`config.mk`:
```
export PLATFORM = sky130hd
export DESIGN_NAME = serial_camera_symbol_packer_top
export DESIGN_NICKNAME = d
export VERILOG_FILES = /design/src/hdl/scsp_pkg.sv /design/src/hdl/serial_camera_symbol_packer_top.sv
export SDC_FILE = /design/constraint.sdc
export NUM_CORES = 1
export LEC_CHECK = 0
export BUFFER_PORTS_ARGS = -buffer_cell sky130_fd_sc_hd__buf_2
export CORE_MARGIN = 2
export CORE_UTILIZATION = 65
export CTS_CLUSTER_DIAMETER = 50
export DETAILED_ROUTE_END_ITERATION = 10
export HOLD_SLACK_MARGIN = 0.08
export PLACE_DENSITY = 0.79
export SLEW_MARGIN = 40
export SYNTH_ARGS = -nofsm -noshare
export SYNTH_HDL_FRONTEND = slang
export SYNTH_SLANG_ARGS = --single-unit
export TNS_END_PERCENT = 10
```
`constraint.sdc`:
```
create_clock -name i_clk -period 8.75 [get_ports i_clk]
set_input_delay 0.4375 -clock i_clk [delete_from_list [all_inputs] [get_ports i_clk]]
set_output_delay 0.4375 -clock i_clk [all_outputs]
set_load 0.01 [all_outputs]
```
`src/hdl/scsp_pkg.sv`:
```
`default_nettype none

package scsp_pkg;

    localparam logic [1:0] SYM_ONES   = 2'h3;
    localparam logic [3:0] RUN_NEEDED = 4'd12;
    localparam logic [7:0] HDR_BYTE   = 8'hff;

    localparam logic [7:0] SYNC_A = 8'hca;
    localparam logic [7:0] SYNC_B = 8'h80;
    localparam logic [7:0] SYNC_C = 8'h9d;
    localparam logic [7:0] SYNC_D = 8'hb6;

    // result queue: must hold a full header plus whatever is still queued
    localparam int QDEPTH = 8;
    localparam int QAW    = $clog2(QDEPTH);
    localparam int QCW    = $clog2(QDEPTH + 1);
    localparam int HDR_LEN = 4;

    typedef struct packed {
        logic [7:0] out_byte;
        logic       header_flag;
        logic       last_of_run;
    } t_entry;

    function automatic logic is_sync(input logic [7:0] v);
        return (v == SYNC_A) || (v == SYNC_B) || (v == SYNC_C) || (v == SYNC_D);
    endfunction

    // number of consecutive 3-symbols from bits 7:6 downward
    function automatic logic [3:0] top_ones(input logic [7:0] v);
        logic [3:0] n;
        logic       stop;
        n    = '0;
        stop = 1'b0;
        for (int s = 0; s < 4; s++) begin
            if (!stop) begin
                if (v[7 - 2 * s -: 2] == SYM_ONES) begin
                    n = n + 4'd1;
                end else begin
                    stop = 1'b1;
                end
            end
        end
        return n;
    endfunction

endpackage

`default_nettype wire

```
`src/hdl/serial_camera_symbol_packer_top.sv`:
```
// A result is queued when its sample is accepted; the output shows the queue head.
// One sample per cycle while o_in_stall is low; the sync header leaves as four output
// items, fed from an 8-entry result queue.
// o_in_stall rises only while more than four results are queued (output side stalled).
// Reset (i_rst_n low, synchronous) returns to unlocked search and empties the queue.
`default_nettype none

module serial_camera_symbol_packer_top (
    input  wire logic       i_clk,
    input  wire logic       i_rst_n,
    // sample channel
    input  wire logic       i_in_valid,
    output logic            o_in_stall,
    input  wire logic [7:0] i_sample,
    // result channel
    output logic            o_out_valid,
    input  wire logic       i_out_stall,
    output logic [7:0]      o_out_byte,
    output logic            o_header_flag,
    output logic            o_last_of_run
);
    import scsp_pkg::*;

    // symbol tracking state
    logic       r_locked,     n_locked;
    logic [3:0] r_ones_run,   n_ones_run;
    logic [7:0] r_cand_byte,  n_cand_byte;
    logic [1:0] r_cand_count, n_cand_count;
    logic [7:0] r_pack_byte,  n_pack_byte;
    logic [1:0] r_pack_count, n_pack_count;

    // result queue
    t_entry           r_q [QDEPTH];
    logic [QAW-1:0]   r_wr_ptr, r_rd_ptr;
    logic [QCW-1:0]   r_q_count;

    logic       in_take;
    logic       out_take;
    logic [1:0] sym;
    logic [7:0] cand_next;
    logic [7:0] pack_next;
    logic [2:0] push_cnt;
    t_entry     slot [HDR_LEN];

    assign sym     = i_sample[6:5];
    assign in_take  = i_in_valid && !o_in_stall;
    assign out_take = o_out_valid && !i_out_stall;

    // worst case one item pushes a full header
    assign o_in_stall = (r_q_count > QCW'(QDEPTH - HDR_LEN));

    // new symbol merged at its slot, LSB first
    assign cand_next = r_cand_byte | (8'({6'd0, sym}) << {r_cand_count, 1'b0});
    assign pack_next = r_pack_byte | (8'({6'd0, sym}) << {r_pack_count, 1'b0});

    always_comb begin
        n_locked     = r_locked;
        n_ones_run   = r_ones_run;
        n_cand_byte  = r_cand_byte;
        n_cand_count = r_cand_count;
        n_pack_byte  = r_pack_byte;
        n_pack_count = r_pack_count;
        push_cnt     = 3'd0;
        for (int k = 0; k < HDR_LEN; k++) begin
            slot[k] = '{out_byte: HDR_BYTE, header_flag: 1'b1, last_of_run: 1'b0};
        end

        if (r_locked) begin
            // data mode: every fourth symbol completes a byte
            if (r_pack_count == 2'd3) begin
                slot[0]      = '{out_byte: pack_next, header_flag: 1'b0, last_of_run: 1'b1};
                push_cnt     = 3'd1;
                n_pack_byte  = '0;
                n_pack_count = 2'd0;
            end else begin
                n_pack_byte  = pack_next;
                n_pack_count = r_pack_count + 2'd1;
            end
        end else if (r_cand_count != 2'd0) begin
            // candidate in progress
            if (r_cand_count != 2'd3) begin
                n_cand_byte  = cand_next;
                n_cand_count = r_cand_count + 2'd1;
            end else begin
                n_cand_byte  = '0;
                n_cand_count = 2'd0;
                if (is_sync(cand_next)) begin
                    slot[HDR_LEN-1] = '{out_byte: cand_next, header_flag: 1'b1,
                                        last_of_run: 1'b1};
                    push_cnt   = 3'(HDR_LEN);
                    n_locked   = 1'b1;
                    n_ones_run = '0;
                end else begin
                    // resume run from the candidate's trailing 3-symbols
                    n_ones_run = top_ones(cand_next);
                end
            end
        end else if (sym == SYM_ONES) begin
            if (r_ones_run < RUN_NEEDED) begin
                n_ones_run = r_ones_run + 4'd1;
            end
        end else if (r_ones_run < RUN_NEEDED) begin
            n_ones_run = '0;
        end else begin
            // long enough run: this symbol opens a candidate
            n_cand_byte  = {6'd0, sym};
            n_cand_count = 2'd1;
            n_ones_run   = '0;
        end
    end

    always_ff @(posedge i_clk) begin
        if (!i_rst_n) begin
            r_locked     <= 1'b0;
            r_ones_run   <= '0;
            r_cand_byte  <= '0;
            r_cand_count <= '0;
            r_pack_byte  <= '0;
            r_pack_count <= '0;
        end else if (in_take) begin
            r_locked     <= n_locked;
            r_ones_run   <= n_ones_run;
            r_cand_byte  <= n_cand_byte;
            r_cand_count <= n_cand_count;
            r_pack_byte  <= n_pack_byte;
            r_pack_count <= n_pack_count;
        end
    end

    // queue storage, up to a full header written per cycle
    always_ff @(posedge i_clk) begin
        if (in_take) begin
            for (int k = 0; k < HDR_LEN; k++) begin
                if (3'(k) < push_cnt) begin
                    r_q[r_wr_ptr + QAW'(k)] <= slot[k];
                end
            end
        end
    end

    always_ff @(posedge i_clk) begin
        if (!i_rst_n) begin
            r_wr_ptr  <= '0;
            r_rd_ptr  <= '0;
            r_q_count <= '0;
        end else begin
            if (in_take) begin
                r_wr_ptr <= r_wr_ptr + QAW'(push_cnt);
            end
            if (out_take) begin
                r_rd_ptr <= r_rd_ptr + QAW'(1);
            end
            r_q_count <= r_q_count + (in_take ? QCW'(push_cnt) : QCW'(0))
                         - (out_take ? QCW'(1) : QCW'(0));
        end
    end

    assign o_out_valid   = (r_q_count != '0);
    assign o_out_byte    = r_q[r_rd_ptr].out_byte;
    assign o_header_flag = r_q[r_rd_ptr].header_flag;
    assign o_last_of_run = r_q[r_rd_ptr].last_of_run;

endmodule

`default_nettype wire

```
==> results of run 1 <==
stage by stage:
step           total power (W)  instances
2_1_floorplan         0.000823        610
3_3_place_gp          0.000879        732
3_5_place_dp          0.000889        732
4_1_cts                0.00152        763
5_1_grt                0.00157        763
6_report               0.00152        763
worst max-delay path, cell delays in order, from the launching register on:
cell,delay [ns]
dfxtp_1,0.68
nor3b_1,0.12
or2_0,0.34
and3_1,0.22
o211a_2,0.31
o211ai_4,0.61
o21bai_1,0.25
a22oi_2,0.70
inv_1,0.49
cell usage in the layout (no fill, tap or decap), drive strengths merged, types with 3 or more instances in the layout:
| cell type | instances |
|---|---|
| o221ai | 3 |
| mux2 | 12 |
| nand2 | 40 |
| nor3b | 3 |
| o21bai | 5 |
| a211oi | 38 |
| nor3 | 18 |
| edfxtp | 72 |
| inv | 23 |
| nand3 | 9 |
| a211o | 6 |
| o22ai | 3 |
| o21a | 4 |
| clkinv | 8 |
| ha | 17 |
| or2 | 7 |
| o211ai | 3 |
| mux4 | 20 |
| nand2b | 9 |
| o21ai | 18 |
| and2 | 9 |
| a21o | 8 |
| clkbuf | 20 |
| nor4 | 4 |
| a31oi | 13 |
| and3 | 7 |
| nor2b | 12 |
| nor2 | 47 |
| xnor2 | 5 |
| xor2 | 6 |
| buf | 20 |
| dfxtp | 46 |
| a22oi | 4 |
| a21oi | 68 |
| a21boi | 7 |
| o211a | 4 |
| mux2i | 6 |
flip-flops by register name, summed over array words and instances (netlist names), 3 cells and up, named ones only:
signal / count
r_pack_byte: 8
r_q: 80
r_q_count: 4
r_ones_run: 4
r_wr_ptr: 3
r_cand_byte: 8
r_rd_ptr: 3
power groups by stage:
stage          clock network [W]  registers [W]  logic [W]
2_1_floorplan                  0       0.000621   0.000202
3_3_place_gp                   0       0.000634   0.000245
3_5_place_dp                   0       0.000635   0.000253
4_1_cts                 0.000639       0.000624   0.000255
5_1_grt                 0.000666       0.000626   0.000280
6_report                0.000643       0.000624   0.000252
cell families after synthesis:
family                   synth area share
AO/OA/AOI/OAI                       0.213
multiplexers                       0.0985
AND/OR/NAND/NOR                     0.134
adder cells (fa/ha/maj)            0.0355
flip-flops                          0.470
buffers and inverters              0.0336
XOR/XNOR                           0.0147
area by class of cell:
| class | count | area (sq um) |
|---|---|---|
| Clock buffer | 20 | 425 |
| Clock inverter | 11 | 110 |
| Fill cell | 683 | 2510 |
| Inverter | 23 | 86.3 |
| Multi-Input combinational cell | 438 | 3290 |
| Sequential cell | 118 | 3090 |
| Tap cell | 133 | 166 |
| Timing Repair Buffer | 20 | 108 |
layer usage:
metal  track usage  share of wire  vias up
met5             0              0        -
met4         0.141          0.035        0
met3        0.0821          0.099       68
met2         0.515           0.49      319
met1         0.397           0.38     2447
li1              -              -     2352
worst paths after layout:
kind	startpoint	to	slack, ns	cells after the start
hold / removal	i_out_stall	register	0.33	4
hold reg to reg	r_q[2][1]$_SDFFE_PP1N_	r_q[2][1]$_SDFFE_PP1N_	0.49	2
setup / recovery	r_cand_count[1]$_SDFFE_PN0P_	r_q[1][7]$_DFFE_PP_	4.64	8
setup reg to reg	r_cand_count[1]$_SDFFE_PN0P_	r_q[1][7]$_DFFE_PP_	4.64	8
==> reports/results.ini, run 1 <==
[yosys]
yosys_register_bits=118
synth_edf_count=72
yosys.area.top_type=edfxtp_1
ys_top_cells_by_count=edfxtp_1, a21oi_1, dfxtp_1, nor2_1, nand2_1
netlist_area_sq_um=6550
synth_ff_type=edfxtp_1
yosysMostFrequentCell=edfxtp_1
async_reset_ff_frac=0
synth_top_area_share=0.330
yosysSeqAreaShare=0.470
synth_area_leaders=edfxtp_1, dfxtp_1, mux4_2
synth_nets=640
yosys_warnings=0
syn_avg_cell_area_sq_um=10.7
yosysUniqueCellTypes=70
synthCells=610

[drt]
wl_per_cell_um=21.8
drt_wl_total_mm=16.7
via_per_inst=6.80
first_pass_iters=5
route.detailed.drc=0
drt_iter0_markers=518
ant_nets=0
vias=5186

[timing]
worstMarginPinSlew_ns=0.866
skew_ns=0.00705
finalSetupViolCount=0
drv_slew=0
period_needed_ns=4.11
post-route-period-util=0.470
tns_ns=0
setup_slack_ns=4.64
finalHoldViolations=0
fmax_ghz=0.243
maxSlewHeadroom=0.420
rsz0062_at_grt=false
whs_ns=0.327

[cts]
cts-buffers-inserted=17
cts.hold.buffers_added=0
postCtsSetupRepairBufs=0
ctsResizeCount=0
clock_sinks=118
root_buffer=clkbuf_8
cts_tree=done
clk_pin_slew_worst_paths_ns=0.06
clk_latency_ns=0.53
clock_path_buffers=2
cts_max_level=4

[grt]
grt_pass1_wl_mm=26.3
grt_max_degree=26
gr-total-overflow=0
antenna_found_initial=0
track_usage=0.316
grt_pass1_vias=5080

[worst_setup_path]
critPathCaptureType=register
arrival_ns=4.27
timing.setup.critical_path_class=register to register
start_kind=register
required_ns=8.91
cp_max_fo=18

[die]
die_y_um=104
core-area_sq_um=9770
num_rows=36
ios=24
die_area_sq_um=10900
start_util=0.671
die_w_um=104

[worst_hold_path]
hp-class=input pin to register

[job]
cap_viol_max_count=0

[run_status]
status=finished clean

[placed_design]
io_buffers=17
dpl_worst_slack_ns=4.60
gp_congestion=0.892
placed_area_sq_um=6720
hpwlAfterDp_mm=11.3

[final_layout]
area_delta_synth_final_pct=10.9
final_area_sq_um=7270
drive_gt1_frac=0.184
nets=648
final_core_utilization=0.744
n_antenna_cell=0

[power]
p_int_w=0.00113
power_leakage_nw=2.42
net-switching-power_w=0.000387
ir_drop_uv=136
comb_power_share=0.166
power_density_nw_per_um2=209
p_sw_frac=0.255
pwr-share-seq=0.411
power_frac_clock=0.423

Power figures use the tool's default switching activity.
==> run 2: changes to the inputs <==
--- a/config.mk
+++ b/config.mk
@@ -7,11 +7,11 @@
 export LEC_CHECK = 0
 export BUFFER_PORTS_ARGS = -buffer_cell sky130_fd_sc_hd__buf_2
 export CORE_MARGIN = 2
-export CORE_UTILIZATION = 65
+export CORE_UTILIZATION = 56
 export CTS_CLUSTER_DIAMETER = 50
 export DETAILED_ROUTE_END_ITERATION = 10
 export HOLD_SLACK_MARGIN = 0.08
-export PLACE_DENSITY = 0.79
+export PLACE_DENSITY = 0.72
 export SLEW_MARGIN = 40
 export SYNTH_ARGS = -nofsm -noshare
 export SYNTH_HDL_FRONTEND = slang
==> constraint.sdc (replaced) <==
create_clock -name i_clk -period 3.63 [get_ports i_clk]
set_input_delay 0.1815 -clock i_clk [delete_from_list [all_inputs] [get_ports i_clk]]
set_output_delay 0.1815 -clock i_clk [all_outputs]
set_load 0.01 [all_outputs]
==> run 2 against run 1 <==
Compared with the run above: cell area increased by 2.9%; flip-flop and latch count unchanged; total power increased to 2.5 times the previous value; core utilization decreased by 8.8 points; first-iteration DRC count decreased by 3.3%; via count increased by 0.48%; clock skew decreased by 0.0010 ns; wire length increased by 1.9%; sequential share of layout area decreased by 1.2 points; hold slack got worse by 0.13 ns; combinational power increased by 140%; sequential power increased by 140%; critical path type unchanged; largest cell class unchanged.
==> reports/results.ini, run 2 (same netlist as run 1, synthesis figures left out) <==
[cts]
clk_pin_slew_worst_paths_ns=0.05
postCtsSetupRepairBufs=0
clock_path_buffers=2
cts.hold.buffers_added=0
clk_latency_ns=0.42
cts_tree=done
cts-buffers-inserted=17
root_buffer=clkbuf_16
ctsResizeCount=0
clock_sinks=118
cts_max_level=4

[final_layout]
layout.cells.most_common=edfxtp_1
top_regs=r_q (80), r_cand_byte (8), r_pack_byte (8)
nets=669
regMostFlops=r_q
drive_gt1_frac=0.209
n_antenna_cell=0
area_delta_synth_final_pct=14.2
largest_reg_flops=80
layout_common_cells=edfxtp_1, a21oi_1, nor2_1, dfxtp_1, nand2_1

[power]
total_power_w=0.00385
power_density_nw_per_um2=515
power_leakage_nw=2.56
ir_drop_uv=459

[grt]
track_usage=0.286
grt_pass1_wl_mm=27.5
antenna_found_initial=0
gr-total-overflow=0
grt_pass1_vias=5164
grt_max_degree=26

[timing]
worstMarginPinSlew_ns=0.793
tns_ns=0
post-route-period-util=0.929
rsz0062_at_grt=false
finalSetupViolCount=0
drv_slew=0
period_needed_ns=3.37
fmax_ghz=0.297
maxSlewHeadroom=0.468
finalHoldViolations=0
skew_ns=0.00604

[die]
die_area_sq_um=12600
core-area_sq_um=11400
die_y_um=112
die_w_um=112
start_util=0.574
ios=24
num_rows=39

[placed_design]
hpwlAfterDp_mm=11.7
io_buffers=17
gp_congestion=0.946

[worst_setup_path]
rrSetupSlack_ns=0.26
required_ns=3.68
arrival_ns=3.42
timing.setup.critical_path_class=register to register
critPathCaptureType=register
cp_max_fo=18
start_kind=register

[drt]
drt_iter0_markers=501
ant_nets=0
via_per_inst=6.55
drt_wl_total_mm=17.0
vias=5211
route.detailed.drc=0
wl_per_cell_um=21.4
first_pass_iters=5

[job]
cap_viol_max_count=0

[worst_hold_path]
hp-class=input pin to register

[run_status]
status=finished clean

==> run 2: area by class of cell <==
class	instances	area, sq um
multi-input cells	438	3260
repair buffers	41	265
inverters	23	86.3
clock buffers	18	429
clock inverters	14	183
flip-flops and latches	118	3080
well taps	143	179
fillers	913	3940
==> run 2: path summary, 6_finish.rpt <==
check,startpoint,end,depth (start not counted)
setup / recovery,r_cand_count[0]$_SDFFE_PN0P_,r_q[4][9]$_DFFE_PP_,7
hold reg to reg,r_pack_byte[7]$_SDFFE_PN0P_,r_pack_byte[7]$_SDFFE_PN0P_,2
setup reg to reg,r_cand_count[0]$_SDFFE_PN0P_,r_q[4][9]$_DFFE_PP_,7
hold / removal,i_sample[6],r_cand_byte[3]$_SDFFE_PN0P_,3
==> run 2: stage by stage <==
stage                      util  hold WS (ns)  worst slack, ns  instance area, sq um  std cells
final                     0.655         0.197            0.259                  7480        795
after global routing      0.655         0.201            0.111                  7480        795
after CTS                 0.655         0.184            0.332                  7480        795
after detailed placement  0.602         0.458            0.372                  6870        763
after global placement    0.601         0.449            0.338                  6860        763
after floorplan               -         0.332            0.663                  6550        610
==> run 2: report_power, final <==
part           switching [W]  total (W)  internal [W]  leakage, nW
combinational       0.000289   0.000608      0.000319         1.35
clock               0.000599    0.00174       0.00114        0.301
sequential         0.0000551    0.00151       0.00145        0.911
total               0.000943    0.00385       0.00291         2.56
==> run 2: per-layer routing <==
layer / GRT usage / part of all wire / routed length (um)
met4: 0.123 / 0.031 / 522
met3: 0.0869 / 0.091 / 1540
met5: 0 / 0 / 0
met2: 0.455 / 0.48 / 8170
met1: 0.364 / 0.40 / 6760
==> run 2: worst max-delay path: stages (launching register included) <==
cell and delay, ns:
dfxtp_1 0.53, and2b_1 0.25, o21ai_2 0.13, a2111oi_0 0.44
a31o_2 0.33, o211ai_4 0.27, a21oi_2 0.49, or2_1 0.56
==> run 3: changes to the inputs <==
--- a/config.mk
+++ b/config.mk
@@ -11,7 +11,7 @@
 export CTS_CLUSTER_DIAMETER = 50
 export DETAILED_ROUTE_END_ITERATION = 10
 export HOLD_SLACK_MARGIN = 0.08
-export PLACE_DENSITY = 0.72
+export PLACE_DENSITY = 0.87
 export SLEW_MARGIN = 40
 export SYNTH_ARGS = -nofsm -noshare
 export SYNTH_HDL_FRONTEND = slang
==> run 3 against run 2 <==
Compared with the run above: setup slack better by 0.018 ns; critical path depth is 2 higher; clock power is 3% higher; clock skew grew 0.00076 ns; combinational power increased by 3.8%; first-iteration DRC count up 28%; sequential share of layout area barely moved; flip-flop and latch count is the same; largest power group unchanged; global-route usage fell by 2.6 points; fmax is 0.54% higher.
==> reports/results.ini, run 3 (same netlist as run 1, synthesis figures left out) <==
[drt]
route.detailed.drc=0
drt_iter0_markers=643
drt_wl_total_mm=15.7
vias=5157
wl_per_cell_um=19.8
via_per_inst=6.52
ant_nets=0
first_pass_iters=6

[grt]
antenna_found_initial=0
grt_pass1_vias=5164
grt_pass1_wl_mm=25.7
grt_max_degree=26
track_usage=0.260
gr-total-overflow=0

[final_layout]
area_delta_synth_final_pct=14.0
nets=666
largest_reg_flops=80
layout_common_cells=edfxtp_1, a21oi_1, nor2_1, dfxtp_1, nand2_1
n_antenna_cell=0
layout.cells.most_common=edfxtp_1
regArea_sq_um=3080
drive_gt1_frac=0.207
regMostFlops=r_q
final_cells=791
filler_cell_count=847
top_regs=r_q (80), r_cand_byte (8), r_pack_byte (8)
multiInputGateArea_sq_um=3260
final_core_utilization=0.655

[worst_setup_path]
arrival_ns=3.49
critical_path_depth=9
start_kind=register
critPathCaptureType=register
required_ns=3.77
crit_chain=nor3b_1 -> or2_0 -> and3_1 -> o211a_2 -> o211ai_4 -> nand2_1 -> buf_4 -> a31oi_1 -> a21oi_1
critPathBufInv=1
timing.setup.critical_path_class=register to register
crit_family=compound AO/OA/AOI/OAI gates
worstRegToRegCells=9
crit_path_max_incr_delay_ns=0.60
cp_slowest_cell=dfxtp_1
cp_max_fo=18

[timing]
maxSlewHeadroom=0.449
period_needed_ns=3.35
rsz0062_at_grt=false
tns_ns=0
setup_slack_ns=0.277
skew_ns=0.00681
finalHoldViolations=0
worstMarginPinSlew_ns=0.821
whs_ns=0.196
fmax_ghz=0.298
drv_slew=0
finalSetupViolCount=0
post-route-period-util=0.924

[power]
power_density_nw_per_um2=525
p_int_w=0.00292
p_sw_frac=0.256
power_frac_clock=0.457
pwr-share-seq=0.383
ir_drop_uv=478
comb_power_share=0.161
power_leakage_nw=2.55
net-switching-power_w=0.00101

[cts]
clock_sinks=118
ctsResizeCount=0
postCtsSetupRepairBufs=0
clk_pin_slew_worst_paths_ns=0.06
cts_max_level=4
cts_tree=done
cts-buffers-inserted=17
root_buffer=clkbuf_16
cts.hold.buffers_added=0
clk_latency_ns=0.42
clock_path_buffers=2

[die]
ios=24
die_y_um=112
die_w_um=112
core-area_sq_um=11400
start_util=0.574
die_area_sq_um=12600
num_rows=39

[worst_hold_path]
hp-class=input pin to register
holdPathStages=4

[placed_design]
dp_cells=760
gp_congestion=0.929
io_buffers=17
hpwlAfterDp_mm=11.2
dpl_worst_slack_ns=0.408

[run_status]
status=finished clean

[job]
cap_viol_max_count=0

-- run 3: final timing paths --
kind | start | to | slack (ns)
worst max-delay path | r_cand_count[1]$_SDFFE_PN0P_ | r_q[6][8]$_DFFE_PP_ | 0.28
worst min-delay path | i_out_stall | register | 0.20
worst max register to register | r_cand_count[1]$_SDFFE_PN0P_ | r_q[6][8]$_DFFE_PP_ | 0.28
worst min register to register | r_q[2][1]$_SDFFE_PP1N_ | r_q[2][1]$_SDFFE_PP1N_ | 0.49
-- run 3: layout make-up --
| cell class | count | area share |
|---|---|---|
| Inverter | 23 | 0.0116 |
| Multi-Input combinational cell | 438 | 0.436 |
| Sequential cell | 118 | 0.413 |
| Tap cell | 143 | 0.0239 |
| Timing Repair Buffer | 38 | 0.0325 |
| Clock inverter | 14 | 0.0268 |
| Clock buffer | 17 | 0.0569 |
-- run 3: power groups by stage --
| stage | combinational [W] | clock (W) | sequential (W) |
|---|---|---|---|
| floorplan | 0.000487 | 0 | 0.00150 |
| global placement | 0.000605 | 0 | 0.00152 |
| detailed placement | 0.000631 | 0 | 0.00153 |
| CTS | 0.000638 | 0.00180 | 0.00150 |
| global route | 0.000698 | 0.00186 | 0.00151 |
| finish | 0.000631 | 0.00179 | 0.00150 |
-- run 3: worst min-delay path, delay by kind of cell --
family / cells / cell delay (ns)
and+or+nand+nor: 2 / 0.15
buffers and inverters: 1 / 0.08
muxes: 1 / 0.16
-- run 3: metrics by stage --
stage / total power, W / area [sq um]
2_1_floorplan: 0.00198 / 6550
3_3_place_gp: 0.00213 / 6840
3_5_place_dp: 0.00216 / 6840
4_1_cts: 0.00394 / 7470
5_1_grt: 0.00407 / 7470
6_report: 0.00393 / 7470
-- run 3: routing by layer --
metal,vias up,share of wire,track usage
met3,42,0.070,0.0610
met1,2495,0.40,0.325
li1,2389,-,-
met2,231,0.51,0.440
met4,0,0.022,0.101
met5,-,0,0
